**src/hw/rtl/cifr_pkg.sv**
```systemverilog
// shared types and constants for the canopen imu frame receiver
// command codes, status codes, identifier bases and queue entry layout
// no dependencies
`timescale 1ns / 1ps

package cifr_pkg;

  // operation codes on the input stream
  localparam logic [2:0] OP_FRAME  = 3'd0;
  localparam logic [2:0] OP_POLL   = 3'd1;
  localparam logic [2:0] OP_ARM    = 3'd2;
  localparam logic [2:0] OP_CANCEL = 3'd3;
  localparam logic [2:0] OP_TAKE   = 3'd4;

  // frame kinds
  localparam logic [1:0] KIND_DATA  = 2'd0;
  localparam logic [1:0] KIND_ERROR = 2'd1;

  // identifier bases, node number is added
  localparam logic [10:0] BASE_SDO_RESP   = 11'h580;
  localparam logic [10:0] BASE_HEARTBEAT  = 11'h700;
  localparam logic [10:0] BASE_TPDO_ACCEL = 11'h180;
  localparam logic [10:0] BASE_TPDO_GYRO  = 11'h280;

  localparam logic [7:0] SDO_ABORT_CMD = 8'h80;
  localparam logic [3:0] PDO_MIN_LEN   = 4'd6;
  localparam logic [3:0] SDO_MIN_LEN   = 4'd8;

  // reset values of the configuration registers
  localparam logic [6:0] NODE_NUMBER_RESET  = 7'd1;
  localparam logic       LINK_ENABLED_RESET = 1'b1;

  // register indexes
  localparam logic REG_NODE_NUMBER  = 1'b0;
  localparam logic REG_LINK_ENABLED = 1'b1;

  // depth of the queue between classifier and executor
  localparam int QUEUE_DEPTH = 2;

  // classified commands
  localparam logic [3:0] CMD_IGNORE    = 4'd0;
  localparam logic [3:0] CMD_ERR_FRAME = 4'd1;
  localparam logic [3:0] CMD_SDO       = 4'd2;
  localparam logic [3:0] CMD_HEARTBEAT = 4'd3;
  localparam logic [3:0] CMD_ACCEL     = 4'd4;
  localparam logic [3:0] CMD_GYRO      = 4'd5;
  localparam logic [3:0] CMD_POLL      = 4'd6;
  localparam logic [3:0] CMD_ARM       = 4'd7;
  localparam logic [3:0] CMD_CANCEL    = 4'd8;
  localparam logic [3:0] CMD_TAKE      = 4'd9;

  // result status codes
  localparam logic [3:0] ST_IGNORED        = 4'd0;
  localparam logic [3:0] ST_PDO_STORED     = 4'd1;
  localparam logic [3:0] ST_SAMPLE_DONE    = 4'd2;
  localparam logic [3:0] ST_HEARTBEAT      = 4'd3;
  localparam logic [3:0] ST_SDO_OK         = 4'd4;
  localparam logic [3:0] ST_SDO_ABORT      = 4'd5;
  localparam logic [3:0] ST_ERROR_NOTED    = 4'd6;
  localparam logic [3:0] ST_POLL_OK        = 4'd7;
  localparam logic [3:0] ST_POLL_INCOMPLETE = 4'd8;
  localparam logic [3:0] ST_POLL_NO_NEW    = 4'd9;
  localparam logic [3:0] ST_ERROR_TAKEN    = 4'd10;
  localparam logic [3:0] ST_NO_ERROR       = 4'd11;

  typedef struct packed {
    logic [3:0]  code;
    logic [28:0] frame_id;
    logic [63:0] payload;
    logic [31:0] now_us;
    logic [15:0] wait_index;
    logic [7:0]  wait_subindex;
  } cmd_t;

  typedef struct packed {
    logic [3:0]         status;
    logic signed [15:0] accel_x;
    logic signed [15:0] accel_y;
    logic signed [15:0] accel_z;
    logic signed [15:0] gyro_x;
    logic signed [15:0] gyro_y;
    logic signed [15:0] gyro_z;
    logic [31:0]        sample_sequence;
    logic [7:0]         node_state;
    logic [31:0]        sample_time_us;
    logic [31:0]        word_out;
    logic [31:0]        error_total;
  } res_t;

endpackage

```
**src/hw/rtl/cifr_classify.sv**
```systemverilog
// front end: decodes one input item into a queue command
// classifies frames by identifier against bases plus node number; uses cifr_pkg
`timescale 1ns / 1ps

module cifr_classify (
  input  logic [2:0]         op,
  input  logic [1:0]         frame_kind,
  input  logic [28:0]        frame_id,
  input  logic [3:0]         frame_length,
  input  logic [63:0]        payload,
  input  logic [31:0]        now_us,
  input  logic [15:0]        wait_index,
  input  logic [7:0]         wait_subindex,
  input  logic [6:0]         node_number,
  input  logic               link_enabled,
  output cifr_pkg::cmd_t     cmd
);
  import cifr_pkg::*;

  logic [10:0] node_ext;
  logic [28:0] id_sdo;
  logic [28:0] id_hb;
  logic [28:0] id_accel;
  logic [28:0] id_gyro;
  logic [3:0]  frame_code;

  assign node_ext = {4'b0, node_number};
  assign id_sdo   = {18'b0, BASE_SDO_RESP + node_ext};
  assign id_hb    = {18'b0, BASE_HEARTBEAT + node_ext};
  assign id_accel = {18'b0, BASE_TPDO_ACCEL + node_ext};
  assign id_gyro  = {18'b0, BASE_TPDO_GYRO + node_ext};

  // frame classification, short frames and sdo responses on a disabled link fall to ignore
  always_comb begin
    frame_code = CMD_IGNORE;
    if (frame_kind == KIND_ERROR) begin
      frame_code = CMD_ERR_FRAME;
    end else if (frame_kind == KIND_DATA) begin
      if (frame_id == id_sdo) begin
        if (frame_length >= SDO_MIN_LEN && link_enabled) frame_code = CMD_SDO;
      end else if (frame_id == id_hb) begin
        if (frame_length != 4'd0) frame_code = CMD_HEARTBEAT;
      end else if (frame_id == id_accel) begin
        if (frame_length >= PDO_MIN_LEN) frame_code = CMD_ACCEL;
      end else if (frame_id == id_gyro) begin
        if (frame_length >= PDO_MIN_LEN) frame_code = CMD_GYRO;
      end
    end
  end

  always_comb begin
    cmd.frame_id      = frame_id;
    cmd.payload       = payload;
    cmd.now_us        = now_us;
    cmd.wait_index    = wait_index;
    cmd.wait_subindex = wait_subindex;
    unique case (op)
      OP_FRAME:  cmd.code = frame_code;
      OP_POLL:   cmd.code = CMD_POLL;
      OP_ARM:    cmd.code = CMD_ARM;
      OP_CANCEL: cmd.code = CMD_CANCEL;
      OP_TAKE:   cmd.code = CMD_TAKE;
      default:   cmd.code = CMD_IGNORE;
    endcase
  end

endmodule

```
**src/hw/rtl/cifr_queue.sv**
```systemverilog
// short command queue between the classifier and the executor
// circular buffer with a fill count; uses cifr_pkg
`timescale 1ns / 1ps

module cifr_queue #(
  parameter int Depth = cifr_pkg::QUEUE_DEPTH
) (
  input  logic            clk,
  input  logic            rst,
  input  logic            push,
  input  cifr_pkg::cmd_t  push_cmd,
  input  logic            pop,
  output logic            full,
  output logic            not_empty,
  output cifr_pkg::cmd_t  head,
  output logic [$clog2(Depth+1)-1:0] level
);
  import cifr_pkg::*;

  localparam int PtrW = (Depth > 1) ? $clog2(Depth) : 1;
  localparam int CntW = $clog2(Depth + 1);

  cmd_t            entries [Depth];
  logic [PtrW-1:0] wr_ptr;
  logic [PtrW-1:0] rd_ptr;
  logic [CntW-1:0] count;

  assign full      = (count == CntW'(Depth));
  assign not_empty = (count != '0);
  assign head      = entries[rd_ptr];
  assign level     = count;

  always_ff @(posedge clk) begin
    if (push) entries[wr_ptr] <= push_cmd;
  end

  always_ff @(posedge clk) begin
    if (rst) begin
      wr_ptr <= '0;
      rd_ptr <= '0;
      count  <= '0;
    end else begin
      if (push) wr_ptr <= (wr_ptr == PtrW'(Depth - 1)) ? '0 : wr_ptr + 1'b1;
      if (pop)  rd_ptr <= (rd_ptr == PtrW'(Depth - 1)) ? '0 : rd_ptr + 1'b1;
      if (push && !pop)      count <= count + 1'b1;
      else if (pop && !push) count <= count - 1'b1;
    end
  end

endmodule

```
**src/hw/rtl/cifr_exec.sv**
```systemverilog
// back end: carries out queued commands against the receiver state
// holds sensor, sdo and error state plus the result register; uses cifr_pkg
`timescale 1ns / 1ps

module cifr_exec (
  input  logic            clk,
  input  logic            rst,
  input  logic            cmd_valid,
  input  cifr_pkg::cmd_t  cmd,
  output logic            cmd_pop,
  output logic            res_valid,
  input  logic            res_ready,
  output cifr_pkg::res_t  res
);
  import cifr_pkg::*;

  logic [15:0] accel_raw [3];
  logic [15:0] gyro_held [3];
  logic [1:0]  ever_valid;
  logic [1:0]  pair_pending;
  logic [31:0] sequence_count;
  logic [7:0]  heartbeat_byte;
  logic [31:0] last_sample_time;
  logic [31:0] last_polled_time;
  logic        sdo_armed;
  logic [15:0] sdo_index_held;
  logic [7:0]  sdo_subindex_held;
  logic        error_pending;
  logic [31:0] error_count;
  logic [28:0] error_id_held;

  logic [1:0]  ever_valid_next;
  logic [1:0]  pair_pending_next;
  logic [31:0] sequence_count_next;
  logic [31:0] last_sample_time_next;
  logic [31:0] last_polled_time_next;
  logic        sdo_armed_next;
  logic        error_pending_next;
  logic [31:0] error_count_next;
  logic        store_accel;
  logic        store_gyro;
  logic        store_hb;
  logic        store_err;
  logic        store_arm;
  res_t        res_next;

  logic [1:0]  pdo_bit;
  logic [1:0]  pend_or;
  logic [31:0] count_inc;
  logic        sdo_match;

  assign cmd_pop = cmd_valid && (!res_valid || res_ready);

  assign pdo_bit   = (cmd.code == CMD_GYRO) ? 2'b10 : 2'b01;
  assign pend_or   = pair_pending | pdo_bit;
  assign count_inc = error_count + 32'd1;
  assign sdo_match = sdo_armed && (cmd.payload[23:8] == sdo_index_held)
                     && (cmd.payload[31:24] == sdo_subindex_held);

  always_comb begin
    ever_valid_next       = ever_valid;
    pair_pending_next     = pair_pending;
    sequence_count_next   = sequence_count;
    last_sample_time_next = last_sample_time;
    last_polled_time_next = last_polled_time;
    sdo_armed_next        = sdo_armed;
    error_pending_next    = error_pending;
    error_count_next      = error_count;
    store_accel           = 1'b0;
    store_gyro            = 1'b0;
    store_hb              = 1'b0;
    store_err             = 1'b0;
    store_arm             = 1'b0;
    res_next              = '0;
    unique case (cmd.code) inside
      CMD_ERR_FRAME: begin
        store_err          = 1'b1;
        error_pending_next = 1'b1;
        error_count_next   = count_inc;
        res_next.status      = ST_ERROR_NOTED;
        res_next.word_out    = {3'b0, cmd.frame_id};
        res_next.error_total = count_inc;
      end
      CMD_SDO: begin
        if (sdo_match) begin
          sdo_armed_next    = 1'b0;
          res_next.status   = (cmd.payload[7:0] == SDO_ABORT_CMD) ? ST_SDO_ABORT : ST_SDO_OK;
          res_next.word_out = cmd.payload[63:32];
        end
      end
      CMD_HEARTBEAT: begin
        store_hb        = 1'b1;
        res_next.status = ST_HEARTBEAT;
      end
      CMD_ACCEL, CMD_GYRO: begin
        store_accel     = (cmd.code == CMD_ACCEL);
        store_gyro      = (cmd.code == CMD_GYRO);
        ever_valid_next = ever_valid | pdo_bit;
        if (pend_or == 2'b11) begin
          last_sample_time_next = cmd.now_us;
          sequence_count_next   = sequence_count + 32'd1;
          pair_pending_next     = 2'b00;
          res_next.status       = ST_SAMPLE_DONE;
        end else begin
          pair_pending_next = pend_or;
          res_next.status   = ST_PDO_STORED;
        end
      end
      CMD_POLL: begin
        if (ever_valid != 2'b11) begin
          res_next.status = ST_POLL_INCOMPLETE;
        end else if (last_sample_time == last_polled_time) begin
          res_next.status = ST_POLL_NO_NEW;
        end else begin
          res_next.status          = ST_POLL_OK;
          res_next.accel_x         = accel_raw[0];
          res_next.accel_y         = accel_raw[1];
          res_next.accel_z         = accel_raw[2];
          res_next.gyro_x          = gyro_held[0];
          res_next.gyro_y          = gyro_held[1];
          res_next.gyro_z          = gyro_held[2];
          res_next.sample_sequence = sequence_count;
          res_next.node_state      = heartbeat_byte;
          res_next.sample_time_us  = last_sample_time;
          last_polled_time_next    = last_sample_time;
        end
      end
      CMD_ARM: begin
        store_arm      = 1'b1;
        sdo_armed_next = 1'b1;
      end
      CMD_CANCEL: begin
        sdo_armed_next = 1'b0;
      end
      CMD_TAKE: begin
        if (error_pending) begin
          res_next.status      = ST_ERROR_TAKEN;
          res_next.word_out    = {3'b0, error_id_held};
          res_next.error_total = error_count;
          error_pending_next   = 1'b0;
          error_count_next     = '0;
        end else begin
          res_next.status = ST_NO_ERROR;
        end
      end
      default: begin
        res_next.status = ST_IGNORED;
      end
    endcase
  end

  always_ff @(posedge clk) begin
    if (rst) begin
      for (int i = 0; i < 3; i++) begin
        accel_raw[i] <= '0;
        gyro_held[i] <= '0;
      end
      ever_valid        <= '0;
      pair_pending      <= '0;
      sequence_count    <= '0;
      heartbeat_byte    <= '0;
      last_sample_time  <= '0;
      last_polled_time  <= '0;
      sdo_armed         <= 1'b0;
      sdo_index_held    <= '0;
      sdo_subindex_held <= '0;
      error_pending     <= 1'b0;
      error_count       <= '0;
      error_id_held     <= '0;
      res_valid         <= 1'b0;
    end else begin
      if (cmd_pop) begin
        ever_valid       <= ever_valid_next;
        pair_pending     <= pair_pending_next;
        sequence_count   <= sequence_count_next;
        last_sample_time <= last_sample_time_next;
        last_polled_time <= last_polled_time_next;
        sdo_armed        <= sdo_armed_next;
        error_pending    <= error_pending_next;
        error_count      <= error_count_next;
        if (store_accel) begin
          accel_raw[0] <= cmd.payload[15:0];
          accel_raw[1] <= cmd.payload[31:16];
          accel_raw[2] <= cmd.payload[47:32];
        end
        if (store_gyro) begin
          gyro_held[0] <= cmd.payload[15:0];
          gyro_held[1] <= cmd.payload[31:16];
          gyro_held[2] <= cmd.payload[47:32];
        end
        if (store_hb)  heartbeat_byte <= cmd.payload[7:0];
        if (store_err) error_id_held  <= cmd.frame_id;
        if (store_arm) begin
          sdo_index_held    <= cmd.wait_index;
          sdo_subindex_held <= cmd.wait_subindex;
        end
      end
      if (cmd_pop)        res_valid <= 1'b1;
      else if (res_ready) res_valid <= 1'b0;
    end
  end

  // result payload, no reset
  always_ff @(posedge clk) begin
    if (cmd_pop) res <= res_next;
  end

endmodule

```
**src/hw/rtl/canopen_imu_frame_receiver_core.sv**
```systemverilog
// canopen imu frame receiver: items pass a 2-entry queue into the result register;
// throughput one item per cycle while the queue is not full; the executor retires
// one command per cycle unless a result waits, and both sides stall independently
// reset (rst, synchronous): node_number 1, link_enabled 1, all receiver state zero
// depends on cifr_pkg, cifr_classify, cifr_queue, cifr_exec
`timescale 1ns / 1ps

module canopen_imu_frame_receiver_core #(
  parameter int QueueDepth = cifr_pkg::QUEUE_DEPTH
) (
  input  logic          clk,
  input  logic          rst,
  // input stream
  input  logic          s_tvalid,
  output logic          s_tready,
  // frame_id[28:0], frame_length[32:29], payload[96:33], now_us[128:97],
  // wait_index[144:129], wait_subindex[152:145], zero fill [159:153]
  input  logic [159:0]  s_tdata,
  // op[2:0], frame_kind[4:3]
  input  logic [4:0]    s_tuser,
  // result stream
  output logic          m_tvalid,
  input  logic          m_tready,
  // accel_x[15:0], accel_y[31:16], accel_z[47:32], gyro_x[63:48],
  // gyro_y[79:64], gyro_z[95:80], sample_sequence[127:96],
  // node_state[135:128], sample_time_us[167:136], word_out[199:168],
  // error_total[231:200]
  output logic [231:0]  m_tdata,
  // status[3:0]
  output logic [3:0]    m_tuser,
  // configuration port
  input  logic          psel,
  input  logic          penable,
  input  logic          pwrite,
  input  logic [2:0]    paddr,
  input  logic [31:0]   pwdata,
  output logic [31:0]   prdata,
  output logic          pready
);
  import cifr_pkg::*;

  localparam int LevelW = $clog2(QueueDepth + 1);

  logic [6:0]        node_number;
  logic              link_enabled;
  logic              cfg_write;

  cmd_t              front_cmd;
  cmd_t              queue_head;
  logic              queue_full;
  logic              queue_not_empty;
  logic              queue_pop;
  logic              in_transfer;
  logic [LevelW-1:0] queue_level;
  res_t              res;

  // ---------------------------------------------------------------
  // configuration registers, register index is paddr[2]
  // ---------------------------------------------------------------
  assign pready    = 1'b1;
  assign cfg_write = psel && penable && pwrite && pready;

  always_ff @(posedge clk) begin
    if (rst) begin
      node_number  <= NODE_NUMBER_RESET;
      link_enabled <= LINK_ENABLED_RESET;
    end else if (cfg_write) begin
      if (paddr[2] == REG_NODE_NUMBER) node_number  <= pwdata[6:0];
      else                             link_enabled <= pwdata[0];
    end
  end

  always_comb begin
    if (paddr[2] == REG_NODE_NUMBER) prdata = {25'b0, node_number};
    else                             prdata = {31'b0, link_enabled};
  end

  // ---------------------------------------------------------------
  // front: classify the item and push it straight into the queue
  // ---------------------------------------------------------------
  assign s_tready    = !queue_full;
  assign in_transfer = s_tvalid && s_tready;

  cifr_classify u_classify (
    .op            (s_tuser[2:0]),
    .frame_kind    (s_tuser[4:3]),
    .frame_id      (s_tdata[28:0]),
    .frame_length  (s_tdata[32:29]),
    .payload       (s_tdata[96:33]),
    .now_us        (s_tdata[128:97]),
    .wait_index    (s_tdata[144:129]),
    .wait_subindex (s_tdata[152:145]),
    .node_number   (node_number),
    .link_enabled  (link_enabled),
    .cmd           (front_cmd)
  );

  // queue decouples the front from a stalled result side
  cifr_queue #(
    .Depth (QueueDepth)
  ) u_queue (
    .clk       (clk),
    .rst       (rst),
    .push      (in_transfer),
    .push_cmd  (front_cmd),
    .pop       (queue_pop),
    .full      (queue_full),
    .not_empty (queue_not_empty),
    .head      (queue_head),
    .level     (queue_level)
  );

  // ---------------------------------------------------------------
  // back: execute in order, one per cycle unless stalled, into the result register
  // ---------------------------------------------------------------
  cifr_exec u_exec (
    .clk       (clk),
    .rst       (rst),
    .cmd_valid (queue_not_empty),
    .cmd       (queue_head),
    .cmd_pop   (queue_pop),
    .res_valid (m_tvalid),
    .res_ready (m_tready),
    .res       (res)
  );

  // pack the result, first field lowest
  assign m_tuser = res.status;
  assign m_tdata = {res.error_total, res.word_out, res.sample_time_us, res.node_state,
                    res.sample_sequence, res.gyro_z, res.gyro_y, res.gyro_x,
                    res.accel_z, res.accel_y, res.accel_x};

  // ---------------------------------------------------------------
  // assertions
  // ---------------------------------------------------------------
  // queue never holds more than its depth
  a_queue_bound: assert property (@(posedge clk) disable iff (rst)
    queue_level <= LevelW'(QueueDepth))
    else $error("command queue over its depth");

  // an accepted item is waiting in the queue on the next cycle
  a_push_lands: assert property (@(posedge clk) disable iff (rst)
    in_transfer |=> queue_level != '0)
    else $error("accepted item missing from queue");

  // the executor only pops when a command is there
  a_pop_valid: assert property (@(posedge clk) disable iff (rst)
    queue_pop |-> queue_not_empty)
    else $error("pop from empty queue");

  // snapshot fields carry data only on a successful poll
  a_snapshot_zero: assert property (@(posedge clk) disable iff (rst)
    m_tvalid && (m_tuser != ST_POLL_OK) |-> m_tdata[167:0] == '0)
    else $error("snapshot fields set on a non-poll result");

endmodule
```
**config.mk**
```make
export PLATFORM = sky130hd
export DESIGN_NAME = canopen_imu_frame_receiver_core
export DESIGN_NICKNAME = d
export VERILOG_FILES = /design/src/hw/rtl/cifr_pkg.sv /design/src/hw/rtl/cifr_classify.sv /design/src/hw/rtl/cifr_queue.sv /design/src/hw/rtl/cifr_exec.sv /design/src/hw/rtl/canopen_imu_frame_receiver_core.sv
export SDC_FILE = /design/constraint.sdc
export NUM_CORES = 1
export LEC_CHECK = 0
export ABC_CLOCK_PERIOD_IN_PS = 9700
export BUFFER_PORTS_ARGS = -buffer_cell sky130_fd_sc_hd__buf_2
export CAP_MARGIN = 10
export CORE_MARGIN = 8
export CORE_UTILIZATION = 46
export CTS_CLUSTER_DIAMETER = 30
export CTS_CLUSTER_SIZE = 10
export DETAILED_ROUTE_END_ITERATION = 12
export PLACE_DENSITY = 0.72
export SLEW_MARGIN = 40
export SYNTH_ARGS = -nofsm -noshare
export SYNTH_HDL_FRONTEND = slang
export SYNTH_HIERARCHICAL = 1
export SYNTH_SLANG_ARGS = --single-unit
```
**constraint.sdc**
```tcl
create_clock -name clk -period 9.7 [get_ports clk]
set_input_delay 1.94 -clock clk [delete_from_list [all_inputs] [get_ports clk]]
set_output_delay 1.94 -clock clk [all_outputs]
set_load 0.005 [all_outputs]
```
# == Word-level counts from Yosys, hierarchy flattened ==
# Memory sizes are Yosys's and may differ from the RTL's. A register that Yosys moved wholly into a read port is not among the register bits.
# Cells that the tools add are included.
# classes
add_sub_neg,10
magnitude_cmp,2
eq_ne,27
muxes,61
bitwise_logic,12
n_reduce_logical,35
# ops
op,count
$pmux 32 s2,2
$eq 29x11->1,4
$mux 16,6
$pmux 32 s3,1
$add 32x1->32 const B,2
$mux 32,2
$mux 61,1
$mux 4,9
$eq 32x32->1,1
$mux 1,26
$pmux 4 s6,1
$pmux 4 s5,1
$eq 16x16->1,1
$eq 4x3->1 const B,4
$mux 2,7
$reduce_and 2->1,7
$add 10x7->11 const A,1
$add 11x7->11 const A,1
$add 9x7->10 const A,1
$add 9x8->10 const A,1
$logic_and 1x1->1,9
$reduce_and 3->1,3
$eq 4x2->1 const B,2
$eq 4x4->1 const B,2
32 further kinds,52
# totals
regBits,348
ram_bits,402
in_bits,207
out_inout_bits,271
wordCells,174
n_memories,3
# mem_list
name,depth,word_bits,read_ports,rd_clocked_by_memory_dff,write_ports,line_no,source
u_queue.entries,2,153,1,1,1,cifr_queue.sv:23,cmd_t entries [Depth];
u_exec.accel_raw,3,16,3,3,3,cifr_exec.sv:17,logic [15:0] accel_raw [3];
u_exec.gyro_held,3,16,3,3,3,cifr_exec.sv:18,logic [15:0] gyro_held [3];

# == Depth between registers and ports, before layout ==
# logic_depth
word_depth,9
ltp_mapped,11
mapped_depth_nobuf,8

# == Modules after synthesis ==
# Netlist, hierarchy kept.
# by_module_without_submodules
mod,n_inst,cells_each,area_per_inst_um2,seq_area_each_um2
cifr_exec,1,1901,21490.6,13893.3
cifr_queue,1,498,11523.6,9288.9
cifr_classify,1,189,1425.1,0.0
canopen_imu_frame_receiver_core,1,72,634.4,160.2

# == Least setup slack after synthesis ==
# OpenSTA, ideal clock, no wires.
# synth_path
path_type,input -> register
startpoint,input port s_tvalid
endpoint,memory u_queue/entries[0][0] (netlist name) (enable)
setup_time_ps,686
t_arrival_ps,8935
path_slack_ps,79
stages,2
n_path_buf,0
path_cell_list,nor2b_1 > nor2b_1
# synth_between
elab_chain_cells,3
# synth_lines
item,line_no,source
"start, declared",canopen_imu_frame_receiver_core.sv:14,"input logic s_tvalid,"
$logic_and 1x1->1,canopen_imu_frame_receiver_core.sv:82,assign in_transfer = s_tvalid && s_tready;
$mux 1,cifr_queue.sv:34,if (push) entries[wr_ptr] <= push_cmd;
$mux 1 (implied by the code),cifr_queue.sv:34,
"end, declared",cifr_queue.sv:23,
# No other way between the ends.

# == Final worst setup path ==
# layout_path
startpoint,input port paddr[2]
endpoint,output port prdata[0]
# layout_between
elab_chain_cells,1
# layout_lines
item,line_no,source
"start, declared",canopen_imu_frame_receiver_core.sv:35,"input logic [2:0] paddr,"
$mux 7,canopen_imu_frame_receiver_core.sv:74,"if (paddr[2] == REG_NODE_NUMBER) prdata = {25'b0, node_number};"
"end, declared",canopen_imu_frame_receiver_core.sv:37,"output logic [31:0] prdata,"
# No other way between the ends.

==> results.sh <==
export IMPL_routed_wl_microns=87000
export IMPL_worst_slew_pin_slew_ps=839
export IMPL_dpl_cell_area_sq_mm=0.0371
export IMPL_yosys_area_top_type="edfxtp_1"
export IMPL_yosysWarnings=6
export IMPL_skew_ps=53.7
export IMPL_cp_required_ps=7760
export IMPL_path_max_fanout=9
export IMPL_crit_arrival_ps=2560
export IMPL_root_buffer="clkbuf_16"
export IMPL_vias=21500
export IMPL_drtPass1Iterations=5
export IMPL_drcViolationCount=0
export IMPL_postCtsHoldBufs=0
export IMPL_drv_cap=0
export IMPL_rsz0062_at_grt="false"
export IMPL_hold_viol_final=0
export IMPL_crit_path_end_kind="output port"
export IMPL_via_per_inst=5.25
export IMPL_setup_viol_count_final=0
export IMPL_yosysTopAreaCellShare_pct=54.6
export IMPL_overflow=0
export IMPL_clk_latency_ps=720
export IMPL_ys_ff_latch=847
export IMPL_layout_commonest_cell="edfxtp_1"
export IMPL_peakVddDrop_v=0.000185
export IMPL_chipWidth_microns=292
export IMPL_finalPower_mw=12.5
export IMPL_cts_buffer_depth=3
export IMPL_power_leakage_nw=15.9
export IMPL_ant_nets=0
export IMPL_synth_async_sr_flop_share_pct=0
export IMPL_dieArea_sq_mm=0.0853
export IMPL_cts_made_buffers=158
export IMPL_fin_ws_ps=5200
export IMPL_timing_final_crit_share_pct=46.4
export IMPL_die_y_microns=292
export IMPL_fin_tns_setup_ps=0
export IMPL_drive_gt1_share_pct=29.5
export IMPL_io_pins=478
export IMPL_crit_path_start_kind="primary input"
export IMPL_hp_class="flop to flop"
export IMPL_fmax_mhz=222
export IMPL_crit_top_cell="buf_2"
export IMPL_outcome="completed"
export IMPL_crit_path_cell_trace="buf_2 -> mux2_2 -> buf_2"
export IMPL_areaGrowthSynthToFinish_pct=21.8
export IMPL_layout_common_cells="638 x edfxtp_1, 416 x buf_2, 249 x nand2_1"
export IMPL_synth_cell_type_count=65
export IMPL_path_class="primary input to output port"
export IMPL_hpwl_microns=55300
export IMPL_post_cts_resize_count=0
export IMPL_clkTransAtPathRegs_ps=50
export IMPL_postCtsSetupBuffers=0
export IMPL_synth_area_sq_mm=0.0351
export IMPL_nets=3196
export IMPL_numClockSinks=847
export IMPL_synthTopCellsByArea="edfxtp_1 55%, dfxtp_1 12%, and2_1 4.4%"
export IMPL_rows=101
export IMPL_fillers=5915
export IMPL_drv_slew=0
export IMPL_fp_coreArea_sq_mm=0.0757
export IMPL_grt_pass1_wl_microns=131000
export IMPL_antenna_found_initial=7
export IMPL_grt_use_total_pct=19.8
export IMPL_final_area_sq_mm=0.0427
export IMPL_start_util_pct=46.3
export IMPL_synth_flop_cell="edfxtp_1"
export IMPL_utilization_pct=56.4
export IMPL_p_per_area_mw_per_mm2=294
export IMPL_synth_cells=2660
export IMPL_crit_slowest_cell="mux2_2"
export IMPL_cts_tree="built"
export IMPL_grt_max_degree=124
export IMPL_wire_per_inst_microns=21.2
export IMPL_synth_avg_cell_area_sq_um=13.2
export IMPL_place_gp_congestion=0.801
export IMPL_cpPeakStageDelay_ps=340
export IMPL_ys_seq_area_share_pct=66.6
export IMPL_grt_pass1_vias=21800
export IMPL_synth_edff_count=638
export IMPL_io_buffers=417
export IMPL_first_iter_violations=1550
export IMPL_slew_headroom_pct=44.1
export IMPL_post_place_ws_ps=4490
export IMPL_fin_crit_ps=4500
export IMPL_cts_max_level=4
[metal layers]
metal | vias to the layer above | wire length [microns] | GRT usage (%)
met1 | 10500 | 35500 | 24.9
met5 | - | 41 | 0
met4 | 6 | 3040 | 8.17
met2 | 898 | 42100 | 32.4
li1 | 10000 | - | -
met3 | 169 | 6310 | 5.13
[cell type report]
| type | instances | area (sq um) | area share, % |
|---|---|---|---|
| Antenna cell | 2 | 5.00 | 0.0117 |
| Tap cell | 978 | 1220 | 2.86 |
| Clock buffer | 195 | 4260 | 9.98 |
| Multi-Input combinational cell | 1483 | 9840 | 23.0 |
| Timing Repair Buffer | 454 | 2550 | 5.97 |
| Inverter | 42 | 165 | 0.387 |
| Clock inverter | 100 | 1330 | 3.11 |
| Sequential cell | 847 | 23300 | 54.6 |
[worst max-delay path, delay by kind of cell]
family                 cells  cell delay (ps)
multiplexers               1              340
buffers and inverters      2              280
[per-stage QoR]
stage	instances	hold WS, ps
after global routing	4100	473
after global placement	3795	441
after CTS	4097	455
after detailed placement	3802	448
final	4101	452
after floorplan	2684	436
[registers in the layout (all words and copies together) (netlist names), 2 cells and up, named ones only]
register	cells
u_exec/pair_pending	2
u_exec/sequence_count	32
u_exec/ever_valid	2
u_queue/entries	306
u_exec/sdo_subindex_held	8
node_number	7
u_exec/gyro_held	48
u_exec/res	236
u_exec/sdo_index_held	16
u_exec/error_id_held	29
u_queue/level	2
u_exec/last_sample_time	32
u_exec/heartbeat_byte	8
u_exec/error_count	32
u_exec/last_polled_time	32
u_exec/accel_raw	48
[power by group]
| part | switching [mW] | internal (mW) |
|---|---|---|
| Sequential | 0.271 | 4.77 |
| Clock | 1.90 | 3.66 |
| Combinational | 1.20 | 0.734 |
[worst paths after layout]
kind / endpoint / startpoint / slack [ps] / cells past startpoint
setup reg to reg: u_exec/res[63] / flop / 5370 / 10
setup / recovery: prdata[0] / paddr[2] / 5200 / 3
hold reg to reg: u_exec/error_id_held[9] / u_exec/error_id_held[9] / 450 / 2
hold / removal: u_exec/error_id_held[9] / u_exec/error_id_held[9] / 450 / 2
[synthesized netlist by cell type (3+ instances only)]
cell type and number:
a22oi_1 30, nor2b_1 10, nand2b_1 19, clkbuf_1 97, and2b_2 6, mux2_4 70
or3_1 8, nand2_1 249, dfxtp_1 209, xor2_1 41, edfxtp_1 638, mux2i_1 49
and4_1 11, nor4_1 40, a31oi_1 14, a311oi_1 4, o31ai_1 16, buf_6 10
nor4_2 6, buf_1 9, xnor2_1 59, inv_1 42, a21o_1 5, nor3_2 5
and2_1 245, buf_2 18, buf_4 177, o21ai_0 87, or2_2 4, ha_1 3
and3_1 16, a21oi_1 133, nor2_1 118, nor3_1 23, mux2_2 84, nand4_1 36
nor3b_1 4, nand3_1 33
[cells by family after synthesis]
| logic type | count (synthesis) | share of synthesized area [%] |
|---|---|---|
| AO/OA/AOI/OAI | 303 | 4.94 |
| XOR/XNOR | 100 | 2.50 |
| adder cells (fa/ha/maj) | 3 | 0.107 |
| buffers and inverters | 354 | 5.96 |
| flip-flops | 847 | 66.6 |
| multiplexers | 204 | 7.13 |
| other | 2 | 0.0214 |
| AND/OR/NAND/NOR | 847 | 12.8 |
Power figures use the tool's default switching activity.
